===== src/rtl/lbbf_pkg.sv =====
`timescale 1ns / 1ps
// ----------------------------------------------------------------------------
// lbbf_pkg
// Shared types, constants and helpers of the link bitmap broadcast fan-out.
// ----------------------------------------------------------------------------
package lbbf_pkg;

  localparam int unsigned NODES = 32;    // nodes in use, 2 to 32
  localparam int unsigned NodeW = 5;     // node index width
  localparam int unsigned Rows  = 32;    // addressable nodes, 2**NodeW
  localparam int unsigned FuncW = 2;

  localparam logic [FuncW-1:0] FUNC_REMOVE = 2'd0;
  localparam logic [FuncW-1:0] FUNC_ADD    = 2'd1;
  localparam logic [FuncW-1:0] FUNC_BCAST  = 2'd2;

  typedef enum logic [1:0] {
    OP_REMOVE,
    OP_ADD,
    OP_BCAST
  } op_e;

  typedef enum logic {
    ST_IDLE,
    ST_WALK
  } st_e;

  typedef struct packed {
    op_e              op;
    logic [NodeW-1:0] src;
    logic [NodeW-1:0] dst;
    logic [Rows-1:0]  up;
  } cmd_t;

  function automatic logic node_ok(logic [NodeW-1:0] n);
    return (32'(n) < 32'(NODES));
  endfunction

  function automatic logic [Rows-1:0] node_mask();
    logic [Rows-1:0] m;
    for (int k = 0; k < Rows; k++) begin
      m[k] = (32'(k) < 32'(NODES));
    end
    return m;
  endfunction

  // index of the lowest set bit, zero for an empty word
  function automatic logic [NodeW-1:0] lowest_bit(logic [Rows-1:0] v);
    logic [NodeW-1:0] idx;
    idx = '0;
    for (int k = Rows - 1; k >= 0; k--) begin
      if (v[k]) begin
        idx = NodeW'(k);
      end
    end
    return idx;
  endfunction

endpackage


===== src/rtl/lbbf_front.sv =====
`timescale 1ns / 1ps
// ----------------------------------------------------------------------------
// lbbf_front
// Takes input beats, decodes the function and drops items with no effect.
// ----------------------------------------------------------------------------
module lbbf_front (
  input  logic                           clk_i,
  input  logic                           rst_ni,
  input  logic                           in_valid_i,
  output logic                           in_ready_o,
  input  logic [lbbf_pkg::FuncW-1:0]     func_i,
  input  logic [lbbf_pkg::NodeW-1:0]     src_i,
  input  logic [lbbf_pkg::NodeW-1:0]     dst_i,
  input  logic [lbbf_pkg::Rows-1:0]      up_i,
  output logic                           cmd_valid_o,
  input  logic                           cmd_ready_i,
  output lbbf_pkg::cmd_t                 cmd_o
);

  logic           cmd_valid_q, cmd_valid_d;
  lbbf_pkg::cmd_t cmd_q, cmd_d;
  lbbf_pkg::cmd_t dec;
  logic           keep;
  logic           accept;

  assign in_ready_o = !cmd_valid_q || cmd_ready_i;
  assign accept     = in_valid_i && in_ready_o;

  always_comb begin
    dec.src = src_i;
    dec.dst = dst_i;
    dec.up  = up_i & lbbf_pkg::node_mask();
    dec.op  = lbbf_pkg::OP_REMOVE;
    keep    = 1'b0;
    case (func_i)
      lbbf_pkg::FUNC_REMOVE: begin
        dec.op = lbbf_pkg::OP_REMOVE;
        keep   = lbbf_pkg::node_ok(src_i) && lbbf_pkg::node_ok(dst_i);
      end
      lbbf_pkg::FUNC_ADD: begin
        dec.op = lbbf_pkg::OP_ADD;
        keep   = lbbf_pkg::node_ok(src_i) && lbbf_pkg::node_ok(dst_i);
      end
      lbbf_pkg::FUNC_BCAST: begin
        dec.op = lbbf_pkg::OP_BCAST;
        keep   = 1'b1;
        // an out-of-range source sees no targets
        if (!lbbf_pkg::node_ok(src_i)) begin
          dec.up = '0;
        end
      end
      default: begin
        keep = 1'b0;
      end
    endcase
  end

  always_comb begin
    cmd_valid_d = cmd_valid_q;
    cmd_d       = cmd_q;
    if (accept) begin
      cmd_valid_d = keep;
      cmd_d       = dec;
    end else if (cmd_ready_i) begin
      cmd_valid_d = 1'b0;
    end
  end

  always_ff @(posedge clk_i or negedge rst_ni) begin
    if (!rst_ni) begin
      cmd_valid_q <= 1'b0;
    end else begin
      cmd_valid_q <= cmd_valid_d;
    end
  end

  always_ff @(posedge clk_i) begin
    cmd_q <= cmd_d;
  end

  assign cmd_valid_o = cmd_valid_q;
  assign cmd_o       = cmd_q;

endmodule


===== src/rtl/lbbf_fifo.sv =====
`timescale 1ns / 1ps
// ----------------------------------------------------------------------------
// lbbf_fifo
// Two-entry command queue between the front and back parts.
// ----------------------------------------------------------------------------
module lbbf_fifo (
  input  logic           clk_i,
  input  logic           rst_ni,
  input  logic           push_valid_i,
  output logic           push_ready_o,
  input  lbbf_pkg::cmd_t push_data_i,
  output logic           pop_valid_o,
  input  logic           pop_ready_i,
  output lbbf_pkg::cmd_t pop_data_o
);

  lbbf_pkg::cmd_t slot_q [2];
  logic           wr_ptr_q, wr_ptr_d;
  logic           rd_ptr_q, rd_ptr_d;
  logic [1:0]     count_q, count_d;
  logic           push, pop;

  assign push_ready_o = (count_q != 2'd2);
  assign pop_valid_o  = (count_q != 2'd0);
  assign push         = push_valid_i && push_ready_o;
  assign pop          = pop_valid_o && pop_ready_i;
  assign pop_data_o   = slot_q[rd_ptr_q];

  always_comb begin
    wr_ptr_d = wr_ptr_q ^ push;
    rd_ptr_d = rd_ptr_q ^ pop;
    count_d  = count_q + {1'b0, push} - {1'b0, pop};
  end

  always_ff @(posedge clk_i or negedge rst_ni) begin
    if (!rst_ni) begin
      wr_ptr_q <= 1'b0;
      rd_ptr_q <= 1'b0;
      count_q  <= 2'd0;
    end else begin
      wr_ptr_q <= wr_ptr_d;
      rd_ptr_q <= rd_ptr_d;
      count_q  <= count_d;
    end
  end

  always_ff @(posedge clk_i) begin
    if (push) begin
      slot_q[wr_ptr_q] <= push_data_i;
    end
  end

  a_count_range: assert property (@(posedge clk_i) disable iff (!rst_ni)
    count_q != 2'd3) else $error("queue count out of range");

  a_ptr_track: assert property (@(posedge clk_i) disable iff (!rst_ni)
    (count_q == 2'd1) |-> (wr_ptr_q != rd_ptr_q))
    else $error("queue pointers disagree with count");

  a_pop_shrinks: assert property (@(posedge clk_i) disable iff (!rst_ni)
    (pop && !push) |=> (count_q == $past(count_q) - 2'd1))
    else $error("pop did not shrink queue");

endmodule


===== src/rtl/lbbf_back.sv =====
`timescale 1ns / 1ps
// ----------------------------------------------------------------------------
// lbbf_back
// Holds the link matrix, applies updates and walks broadcast targets.
// ----------------------------------------------------------------------------
module lbbf_back (
  input  logic                       clk_i,
  input  logic                       rst_ni,
  input  logic                       cmd_valid_i,
  output logic                       cmd_ready_o,
  input  lbbf_pkg::cmd_t             cmd_i,
  output logic                       out_valid_o,
  input  logic                       out_ready_i,
  output logic [lbbf_pkg::NodeW-1:0] out_dest_o,
  output logic                       out_found_o,
  output logic                       out_last_o
);

  logic [lbbf_pkg::Rows-1:0] link_q [lbbf_pkg::Rows];

  lbbf_pkg::st_e             state_q, state_d;
  logic [lbbf_pkg::Rows-1:0] hits_q, hits_d;
  logic                      none_q, none_d;
  logic                      out_valid_q, out_valid_d;
  logic [lbbf_pkg::NodeW-1:0] dest_q, dest_d;
  logic                      found_q, found_d;
  logic                      last_q, last_d;

  logic                      take;
  logic                      slot_free;
  logic                      emit;
  logic                      upd;
  logic [lbbf_pkg::Rows-1:0] row_hits;
  logic [lbbf_pkg::NodeW-1:0] low;
  logic [lbbf_pkg::Rows-1:0] rest;

  assign slot_free = !out_valid_q || out_ready_i;
  assign take      = cmd_valid_i && cmd_ready_o;
  assign upd       = take && (cmd_i.op != lbbf_pkg::OP_BCAST);
  assign row_hits  = link_q[cmd_i.src] & cmd_i.up;
  assign low       = lbbf_pkg::lowest_bit(hits_q);
  assign rest      = hits_q & ~(lbbf_pkg::Rows'(1) << low);

  // next state
  always_comb begin
    state_d = state_q;
    case (state_q)
      lbbf_pkg::ST_IDLE: begin
        if (take && cmd_i.op == lbbf_pkg::OP_BCAST) begin
          state_d = lbbf_pkg::ST_WALK;
        end
      end
      lbbf_pkg::ST_WALK: begin
        if (slot_free && (none_q || rest == '0)) begin
          state_d = lbbf_pkg::ST_IDLE;
        end
      end
      default: begin
        state_d = lbbf_pkg::ST_IDLE;
      end
    endcase
  end

  // outputs and datapath
  always_comb begin
    cmd_ready_o = 1'b0;
    emit        = 1'b0;
    hits_d      = hits_q;
    none_d      = none_q;
    case (state_q)
      lbbf_pkg::ST_IDLE: begin
        cmd_ready_o = 1'b1;
        // always ready here, so a valid command is taken
        if (cmd_valid_i && cmd_i.op == lbbf_pkg::OP_BCAST) begin
          hits_d = row_hits;
          none_d = (row_hits == '0);
        end
      end
      lbbf_pkg::ST_WALK: begin
        emit = slot_free;
        if (slot_free) begin
          hits_d = none_q ? '0 : rest;
        end
      end
      default: begin
        cmd_ready_o = 1'b0;
      end
    endcase
  end

  always_comb begin
    out_valid_d = out_valid_q;
    dest_d      = dest_q;
    found_d     = found_q;
    last_d      = last_q;
    if (emit) begin
      out_valid_d = 1'b1;
      dest_d      = none_q ? '0 : low;
      found_d     = !none_q;
      last_d      = none_q || (rest == '0);
    end else if (out_ready_i) begin
      out_valid_d = 1'b0;
    end
  end

  always_ff @(posedge clk_i or negedge rst_ni) begin
    if (!rst_ni) begin
      state_q     <= lbbf_pkg::ST_IDLE;
      hits_q      <= '0;
      none_q      <= 1'b0;
      out_valid_q <= 1'b0;
    end else begin
      state_q     <= state_d;
      hits_q      <= hits_d;
      none_q      <= none_d;
      out_valid_q <= out_valid_d;
    end
  end

  always_ff @(posedge clk_i) begin
    dest_q  <= dest_d;
    found_q <= found_d;
    last_q  <= last_d;
  end

  // link matrix, cleared at reset
  always_ff @(posedge clk_i or negedge rst_ni) begin
    if (!rst_ni) begin
      for (int r = 0; r < lbbf_pkg::Rows; r++) begin
        link_q[r] <= '0;
      end
    end else if (upd) begin
      link_q[cmd_i.src][cmd_i.dst] <= (cmd_i.op == lbbf_pkg::OP_ADD);
    end
  end

  assign out_valid_o = out_valid_q;
  assign out_dest_o  = dest_q;
  assign out_found_o = found_q;
  assign out_last_o  = last_q;

  a_idle_empty: assert property (@(posedge clk_i) disable iff (!rst_ni)
    (state_q == lbbf_pkg::ST_IDLE) |-> (hits_q == '0))
    else $error("target set left over after walk");

  a_walk_has_hits: assert property (@(posedge clk_i) disable iff (!rst_ni)
    (state_q == lbbf_pkg::ST_WALK && !none_q) |-> (hits_q != '0))
    else $error("walking with no targets left");

  a_none_is_last: assert property (@(posedge clk_i) disable iff (!rst_ni)
    (out_valid_q && !found_q) |-> (last_q && dest_q == '0))
    else $error("no-target beat not final");

  a_no_take_walk: assert property (@(posedge clk_i) disable iff (!rst_ni)
    (state_q == lbbf_pkg::ST_WALK) |-> !take)
    else $error("command taken during walk");

endmodule


===== src/rtl/link_bitmap_broadcast_fanout_top.sv =====
`timescale 1ns / 1ps
// ----------------------------------------------------------------------------
// link_bitmap_broadcast_fanout_top
// Directed link bitmap with broadcast fan-out over a stream interface.
// ----------------------------------------------------------------------------
// Input beats carry a function in tuser: remove link, add link or broadcast.
// Add and remove set or clear bit (src, dst) of a 32 x 32 link matrix and
// give no output. A broadcast gives one output beat per linked destination
// that is also up in the supplied mask, in ascending node order, with tlast
// on the final one; with no target a single beat with found clear is sent.
// Function code 3 and updates naming nodes beyond NODES are dropped.
// Path: an input beat is registered in the front, queued, then taken by
// the back, which registers its target set and then each output beat.
// Throughput: the front takes one beat per cycle while the two-entry queue
// has room. The back applies a link update as it takes it; during a
// broadcast it takes no new command until all results have been sent.
// Reset clears the whole link matrix at once; no links exist afterwards.
// A stall on the master side holds the output register; the back stops
// walking, the queue fills and s_axis_tready_o then drops.
// ----------------------------------------------------------------------------
module link_bitmap_broadcast_fanout_top (
  input  logic        clk_i,
  input  logic        rst_ni,
  input  logic        s_axis_tvalid_i,
  output logic        s_axis_tready_o,
  input  logic [47:0] s_axis_tdata_i,   // src_node, dst_node, node_up_mask, zero pad
  input  logic [1:0]  s_axis_tuser_i,   // func
  output logic        m_axis_tvalid_o,
  input  logic        m_axis_tready_i,
  output logic [7:0]  m_axis_tdata_o,   // dest_node, zero pad
  output logic        m_axis_tuser_o,   // found
  output logic        m_axis_tlast_o    // last
);

  logic           f_valid, f_ready;
  lbbf_pkg::cmd_t f_cmd;
  logic           b_valid, b_ready;
  lbbf_pkg::cmd_t b_cmd;
  logic [lbbf_pkg::NodeW-1:0] dest;

  lbbf_front u_front (
    .clk_i       (clk_i),
    .rst_ni      (rst_ni),
    .in_valid_i  (s_axis_tvalid_i),
    .in_ready_o  (s_axis_tready_o),
    .func_i      (s_axis_tuser_i),
    .src_i       (s_axis_tdata_i[4:0]),
    .dst_i       (s_axis_tdata_i[9:5]),
    .up_i        (s_axis_tdata_i[41:10]),
    .cmd_valid_o (f_valid),
    .cmd_ready_i (f_ready),
    .cmd_o       (f_cmd)
  );

  lbbf_fifo u_fifo (
    .clk_i        (clk_i),
    .rst_ni       (rst_ni),
    .push_valid_i (f_valid),
    .push_ready_o (f_ready),
    .push_data_i  (f_cmd),
    .pop_valid_o  (b_valid),
    .pop_ready_i  (b_ready),
    .pop_data_o   (b_cmd)
  );

  lbbf_back u_back (
    .clk_i       (clk_i),
    .rst_ni      (rst_ni),
    .cmd_valid_i (b_valid),
    .cmd_ready_o (b_ready),
    .cmd_i       (b_cmd),
    .out_valid_o (m_axis_tvalid_o),
    .out_ready_i (m_axis_tready_i),
    .out_dest_o  (dest),
    .out_found_o (m_axis_tuser_o),
    .out_last_o  (m_axis_tlast_o)
  );

  assign m_axis_tdata_o = {3'b000, dest};

endmodule

===== config.mk =====
export PLATFORM = sky130hd
export DESIGN_NAME = link_bitmap_broadcast_fanout_top
export DESIGN_NICKNAME = d
export VERILOG_FILES = /design/src/rtl/lbbf_pkg.sv /design/src/rtl/lbbf_front.sv /design/src/rtl/lbbf_fifo.sv /design/src/rtl/lbbf_back.sv /design/src/rtl/link_bitmap_broadcast_fanout_top.sv
export SDC_FILE = /design/constraint.sdc
export NUM_CORES = 2
export LEC_CHECK = 0
export ABC_AREA = 1
export BUFFER_PORTS_ARGS = -buffer_cell sky130_fd_sc_hd__clkbuf_2
export CAP_MARGIN = 10
export CORE_AREA = 2 2 289 348
export DETAILED_ROUTE_END_ITERATION = 16
export DIE_AREA = 0 0 291 350
export PLACE_DENSITY = 0.76
export SLEW_MARGIN = 20
export SYNTH_ARGS = -nofsm -noshare
export SYNTH_HDL_FRONTEND = slang
export SYNTH_SLANG_ARGS = --single-unit

===== constraint.sdc =====
create_clock -name clk_i -period 3.58 [get_ports clk_i]
set_input_delay 0.358 -clock clk_i [delete_from_list [all_inputs] [get_ports clk_i]]
set_output_delay 0.358 -clock clk_i [all_outputs]
set_load 0.02 [all_outputs]

Yosys cells after proc, flatten, opt, wreduce, memory -nomap -nowiden
Memory sizes are Yosys's and may differ from the RTL's.
Cells that the tools add are included.
- word-level logic and storage cells: 151
- input port bits: 54
- memories: 1
- output and inout port bits: 12
- memory bits (writable): 88
- flip-flop bits (word level): 1115
- reductions and logical operators: 24
- mux-type cells: 57
- bitwise operators: 7
- add/subtract/negate cells: 2
- order comparisons: 4
- equal/unequal tests: 8
- shifts and indexed selects: 1
- memory list (memory ; words ; width ; read ports ; clocked after memory_dff ; write ports ; line ; text):
    u_fifo.slot_q ; 2 ; 44 ; 1 ; 0 ; 1 ; lbbf_fifo.sv:17 ; lbbf_pkg::cmd_t slot_q [2];
- operator list (operator ; count):
    $bwmux 1024 ; 1
    $mux 32 ; 6
    $bmux 32 s5 ; 1
    $demux 32 s5 ; 1
    $mux 5 ; 32
    $and 32x32->32 ; 2
    $logic_not 32->1 ; 2
    $pmux 32 s2 ; 1
    $not 32->32 ; 1
    $shl 1x5->32 const A ; 1
    $mux 1 ; 12
    $logic_and 1x1->1 ; 9
    $ge 6x6->1 const B ; 1
    $lt 5x6->1 const B ; 1
    $lt 6x1->1 const B ; 1
    $ne 2x2->1 const B ; 3
    $not 5->6 ; 1
    $reduce_bool 2->1 ; 3
    $demux 1 s5 ; 1
    $ge 5x1->1 const B ; 1
    $eq 2x1->1 const B ; 2
    $eq 2x2->1 const B ; 2
    $pmux 2 s2 ; 1
    $reduce_and 2->1 ; 2
    other kinds (10) ; 15

Longest topological paths before layout
- depth in word-level cells: 40
- gate-level depth with buffers: 42
- mapped depth without buffers: 42

Cells and area by module
Synthesis repeated with hierarchy kept, for this count alone.
- cells, all modules: 6587
- area, all modules: 57116.0 um2
- modules (own cells, without submodules) (module ; times used ; sequential area each (um2) ; cells an instance ; area an instance (um2)):
    lbbf_back ; 1 ; 26710.6 ; 6261 ; 51745.9
    lbbf_fifo ; 1 ; 2742.6 ; 261 ; 3910.0
    lbbf_front ; 1 ; 1346.3 ; 61 ; 1433.9
    link_bitmap_broadcast_fanout_top ; 1 ; 0.0 ; 4 ; 26.3

Worst setup path after synthesis
No wires, ideal clock.
- path type: register to register
- start point: reg u_back.hits_q[29] (netlist name)
- end point: reg u_back.state_q
- cell stages (with the launch flop): 41
- arrival time: 2625 ps
- path buffers: 0
- slack: 836 ps
- path through: dfrtp_1 > inv_1 > nand2_1 > nand2_1 > nand2_1 > nand2_1 > nand2_1 > nand2_1 > nand2_1 > nand2_1 > nand2_1 > nand2_1 > nand2_1 > nand2_1 > nand2_1 > nand2_1 > nand2_1 > nand2_1 > (+5 left out) > nand2_1 > nand2_1 > nand2_1 > nand2_1 > nand2_1 > nand2_2 > nand2_4 > nand4_1 > o21ai_0 > nand2_1 > nor2_1 > nand2_1 > nor2_2 > nand2_1 > o21bai_2 > nand2_1 > nand2_1 > nand2_1
- cells in the longest elaborated chain, start to end: 38
- ends and longest elaborated chain (element ; line ; text):
    start: declaration ; lbbf_back.sv:22 ; logic [lbbf_pkg::Rows-1:0] hits_q, hits_d;
    start signal: assignment ; lbbf_back.sv:114 ; hits_q <= hits_d;
    $mux 5 (30 in series) ; lbbf_pkg.sv:52 ; if (v[k]) begin
    $shl 1x5->32 ; lbbf_back.sv:42 ; assign rest = hits_q & ~(lbbf_pkg::Rows'(1) << low);
    $not 32->32 ; lbbf_back.sv:42 ;
    $and 32x32->32 (*) ; lbbf_back.sv:42 ;
    $logic_not 32->1 (*) ; lbbf_back.sv:54 ; if (slot_free && (none_q || rest == '0)) begin
    $logic_or 1x1->1 (*) ; lbbf_back.sv:54 ;
    $logic_and 1x1->1 (*) ; lbbf_back.sv:54 ;
    $mux 1 (*) ; lbbf_back.sv:54 ;
    $pmux 1 s2 (*) ; lbbf_back.sv:47 ; case (state_q)
    net u_back.state_d ; lbbf_back.sv:21 ; lbbf_pkg::st_e state_q, state_d;
    end signal: assignment ; lbbf_back.sv:108 ; state_q <= lbbf_pkg::ST_IDLE;
    end signal: assignment ; lbbf_back.sv:113 ; state_q <= state_d;
    end: declaration ; lbbf_back.sv:21 ;
The timed path passes the listed nets; every way through them passes the cells marked *.
A chain may end at the register's enable or synchronous reset.

Worst setup path after layout
- start point: reg u_fifo.rd_ptr_q
- end point: reg u_back.hits_q[12] (netlist name)
- cells in the longest elaborated chain, start to end: 8
- elaborated cells between the ends (all ways): 12
- ends and longest elaborated chain (element ; line ; text):
    start: declaration ; lbbf_fifo.sv:19 ; logic rd_ptr_q, rd_ptr_d;
    start signal: assignment ; lbbf_fifo.sv:42 ; rd_ptr_q <= rd_ptr_d;
    $mem_v2 2x44 (*) ; - ;
    $not 5->6 (implied by the code) ; lbbf_back.sv:40 ; assign row_hits = link_q[cmd_i.src] & cmd_i.up;
    $bmux 32 s5 ; lbbf_back.sv:40 ;
    $mux 32 (implied by the code) (2 in series) ; lbbf_back.sv:40 ;
    $and 32x32->32 ; lbbf_back.sv:40 ;
    $mux 32 ; lbbf_back.sv:74 ; if (cmd_valid_i && cmd_i.op == lbbf_pkg::OP_BCAST) begin
    $pmux 32 s2 ; lbbf_back.sv:70 ; case (state_q)
Every way passes the cells marked *; elsewhere a longest branch is shown, timed or not. The select of a mux whose other input is x is not followed.

==> results.txt <==
- The flow ran to the end, and the final reports show no timing, DRC or antenna violations.
- Summed over its instances, the top area cell type makes up 45.5% of the synthesized netlist area.
* Area of all placed cells without fillers: 68600 µm²
* Post-detailed-route DRC marker count: 0
- 66 I/O pins were placed.
* Number of buffer cells added on primary ports: 56
- For this run, the number of Yosys warnings is 0.
- Setup repair after global routing could not meet its margin everywhere.
* Area of the die: 102000 µm²
- Global routing used 37.8% of the available tracks across all layers.
* FMAX: 283 MHz
* Syn-to-layout area delta: 17.2%
- Sinks on the clock net: 1203
* Maximum VDD drop: 0.000430 V
- Setup slack of the critical path after layout: 40.4 ps
- Critical-path top delay cell: sky130_fd_sc_hd__dfrtp_2
- For this block, the routed nets add up to 193000 µm of wire.
- Between clock sinks in the finished design, the worst skew comes to 29.7 ps.
- After the flow finishes, the layout carries non-filler instances totaling 7821.
* Violation count after the first detailed-route iteration: 6493
* Final-report setup violation count: 0
* Most frequently used cell type in the post-synthesis netlist: sky130_fd_sc_hd__nand2_1
- The completed layout was analyzed and its total power is 33.9 mW.
- Delay of the slowest critical-path stage: 410 ps
- The floorplan has 126 rows.
- The detail route stage leaves a number of antenna-violating nets equal to 0.
- Using the TritonRoute via totals, the vias-per-cell ratio works out to 6.30.
- Remaining global-route overflow: 0
* Maximum fanout encountered on the critical timing path: 19
* Synth Instances: 6300
* FF+latch area: 30800 µm²
- Largest area contributor in the synthesized netlist: sky130_fd_sc_hd__dfrtp_1
* Routed wire per std cell: 24.7 µm
- Once placement completed, the tool counted placed cells totaling 7548.
* Post-synth EDFFs: 139
- Via count of the routed design: 49300
* Relative slew slack: 30.3%
- Post-synthesis average cell area: 9.28 µm²
* Endpoint arrival time on the critical path: 4110 ps
- H-Tree Depth: 3
- Summing all multi-input logic gate instances after layout gives 23100 µm².
- The number of antenna violations at the first check in global routing was 6.
- By area the synthesized netlist is led by sky130_fd_sc_hd__dfrtp_1 46%, sky130_fd_sc_hd__mux2i_1 12%, sky130_fd_sc_hd__nand2_1 7.8%.
* Die Height: 350 µm
- Power density relative to cell area: 495 nW/µm²
- Clock tree from TritonCTS: built
* FFs w/ async S/R, synth: 88.4%
- Hold Violations, Final: 0
* Area after DPL: 63600 µm²
* Number of buffers created by CTS: 118
* Fillers: 7072
* Actual slew at the worst max-slew pin: 1030 ps
- Counting both buffers and inverters, the worst setup path holds a total of 6.
- Measured in cells, the most critical reg-to-reg path has a length of 17.
- Entering global routing, the biggest net connects 151 pins.
- Core Box Area: 98200 µm²
- After synthesis, the netlist uses 53 different library cells.
- Max clock buf depth: 3
- Hold WC Path Type: in2reg
- Share of the clock period used by the worst path: 98.9%
- CP Launch Type: register
- Width of the die: 291 µm
- By count the netlist is led by 1219 x sky130_fd_sc_hd__nand2_1, 1064 x sky130_fd_sc_hd__dfrtp_1, 788 x sky130_fd_sc_hd__inv_1, 708 x sky130_fd_sc_hd__mux2i_1, 508 x sky130_fd_sc_hd__o21ai_0.
- Of the cells placed in the final design, the portion with a size suffix greater than 1 is 13.2%.
- After clock tree synthesis, the clock-pin slew on the worst setup and hold paths is 60 ps.
- Path type of the worst setup path: reg2reg
- Cell count of the worst hold path: 3
* Effective utilization at floorplan: 59.5%
* Sequential-to-total area share from yosys stat: 52.7%
* Most common cell on crit path: sky130_fd_sc_hd__buf_4
* Clock period minus final worst setup slack: 3540 ps
- STA puts the critical path data required time at 4150 ps.
* Net count reported at finish: 6496
* Detailed Place HPWL: 118000 µm
- Root buffer cell: sky130_fd_sc_hd__clkbuf_16
- Fin. max-slew vios: 0
- Clock latency on the worst-skew pair, taken at its later pin, is 730 ps.
- Top FF cell, synth: sky130_fd_sc_hd__dfrtp_1
* Total of max-cap violations: 0
- The first TritonRoute pass finished after 7 iterations.
- Netlist area before placement: 58500 µm²
* Static leakage: 32.4 nW
- OpenSTA, run right after detailed placement, puts the worst setup slack at -102 ps.
- The via count of the first global-routing pass came to 49200.
- Cell family with the largest share of critical-path delay: compound AO/OA/AOI/OAI gates
* Logic depth of the worst path, buffers included: 17
- List of cells traversed by the critical path: inv_2, or2_2, o21ai_2, buf_4, nor2_4, buf_12, buf_4, a22o_1, o21ai_0, nand4_1, a2111oi_4, buf_6, or3_1, buf_4, nor2_1, o21ai_1, o21ai_0
- The synthesized design contains 1203 register bits.
- The first global-routing pass estimated 294000 µm of wire.
* Type of destination of the critical path: register
- At the end of routability-driven placement, the weighted congestion stood at 0.911.
timing repair:
action	in CTS	in global routing
gates cloned	0	1
pin swaps	0	10
hold endpoints to repair	87	0
resized for setup	4	43
hold buffers	45	0
endpoints found under the setup margin	1	11
setup buffers	0	1
sequential cells by signal, indices dropped and copies added, names as in the netlist:
signal               count
u_back.out_valid_o       1
u_back.link_q         1024
u_back.none_q            1
u_fifo.count_q           2
u_fifo.wr_ptr_q          1
u_fifo.slot_q           88
u_back.out_found_o       1
u_back.hits_q           32
u_fifo.rd_ptr_q          1
u_back.out_last_o        1
u_back.out_dest_o        5
u_back.state_q           1
u_front.cmd_o           44
u_front.cmd_valid_o      1
stage by stage:
stage | utilization, % | TNS, ps | hold slack, ps
2_1_floorplan | - | 0 | 62.4
3_3_place_gp | 64.8 | -8.93 | 391
3_5_place_dp | 64.8 | -102 | 387
4_1_cts | 69.6 | 0 | 19.8
5_1_grt | 69.8 | -221 | 95.6
6_report | 69.8 | 0 | 73.3
cells in the final DEF, fill, tap and decap left out, types with 120 or more instances in the layout:
cell                           n
sky130_fd_sc_hd__edfxtp_1    139
sky130_fd_sc_hd__inv_1       785
sky130_fd_sc_hd__buf_12      131
sky130_fd_sc_hd__buf_4       302
sky130_fd_sc_hd__mux2i_1     708
sky130_fd_sc_hd__clkbuf_16   120
sky130_fd_sc_hd__a22oi_1     144
sky130_fd_sc_hd__nand2_1    1218
sky130_fd_sc_hd__o22ai_1     233
sky130_fd_sc_hd__o21ai_0     501
sky130_fd_sc_hd__dfrtp_1    1063
sky130_fd_sc_hd__o31ai_1     135
sky130_fd_sc_hd__nand3_1     290
where the power goes:
group          internal, mW  switching (mW)
registers              14.3           0.168
clock network          7.95            5.62
logic                  1.65            4.23
total                  23.9            10.0
worst paths after layout:
path | startpoint | end | slack (ps)
max | u_fifo.rd_ptr_q | u_back.hits_q[12] | 40
min | s_axis_tuser_i[1] | u_front.cmd_valid_o | 70
max reg2reg | u_fifo.rd_ptr_q | u_back.hits_q[12] | 40
min reg2reg | u_front.cmd_o[35] | u_fifo.slot_q[0][35] | 450
max in group asynchronous | rst_ni | u_back.hits_q[24] | 2180
min in group asynchronous | rst_ni | u_back.link_q[589] | 230
worst register-to-register path: cells and delay by family, from the launching register on:
family | cells | cell delay [ps]
buffers and inverters | 6 | 1010
AOI/OAI and AO/OA | 6 | 1180
DFF | 1 | 410
and+or+nand+nor | 5 | 790
logic make-up after synthesis:
logic type / after synthesis / synth area share [%]
adder cells (fa/ha/maj): 7 / 0.150
AO/OA/AOI/OAI: 1246 / 13.5
XOR/XNOR: 3 / 0.0449
flip-flops: 1203 / 52.7
multiplexers: 708 / 12.1
buffers and inverters: 1324 / 8.70
AND/OR/NAND/NOR: 1808 / 12.9
other: 1 / 0.00641
area by class of cell:
type,instances,area share (%)
sequential,1203,44.9
multi-input combinational,3775,33.8
timing repair buffer,542,8.39
clock buffer,162,4.94
inverter,795,4.40
tap,1280,2.34
clock inverter,61,1.25
antenna,3,0.0109
per-layer routing:
metal | GRT usage (%) | wire (µm) | up-vias
met5 | 0 | 30 | -
met4 | 29.5 | 16900 | 4
met3 | 8.68 | 19800 | 823
met2 | 57.9 | 86800 | 2953
met1 | 46.5 | 69800 | 24000
li1 | - | - | 21500
No activity file was read; power rests on OpenSTA's default activity.
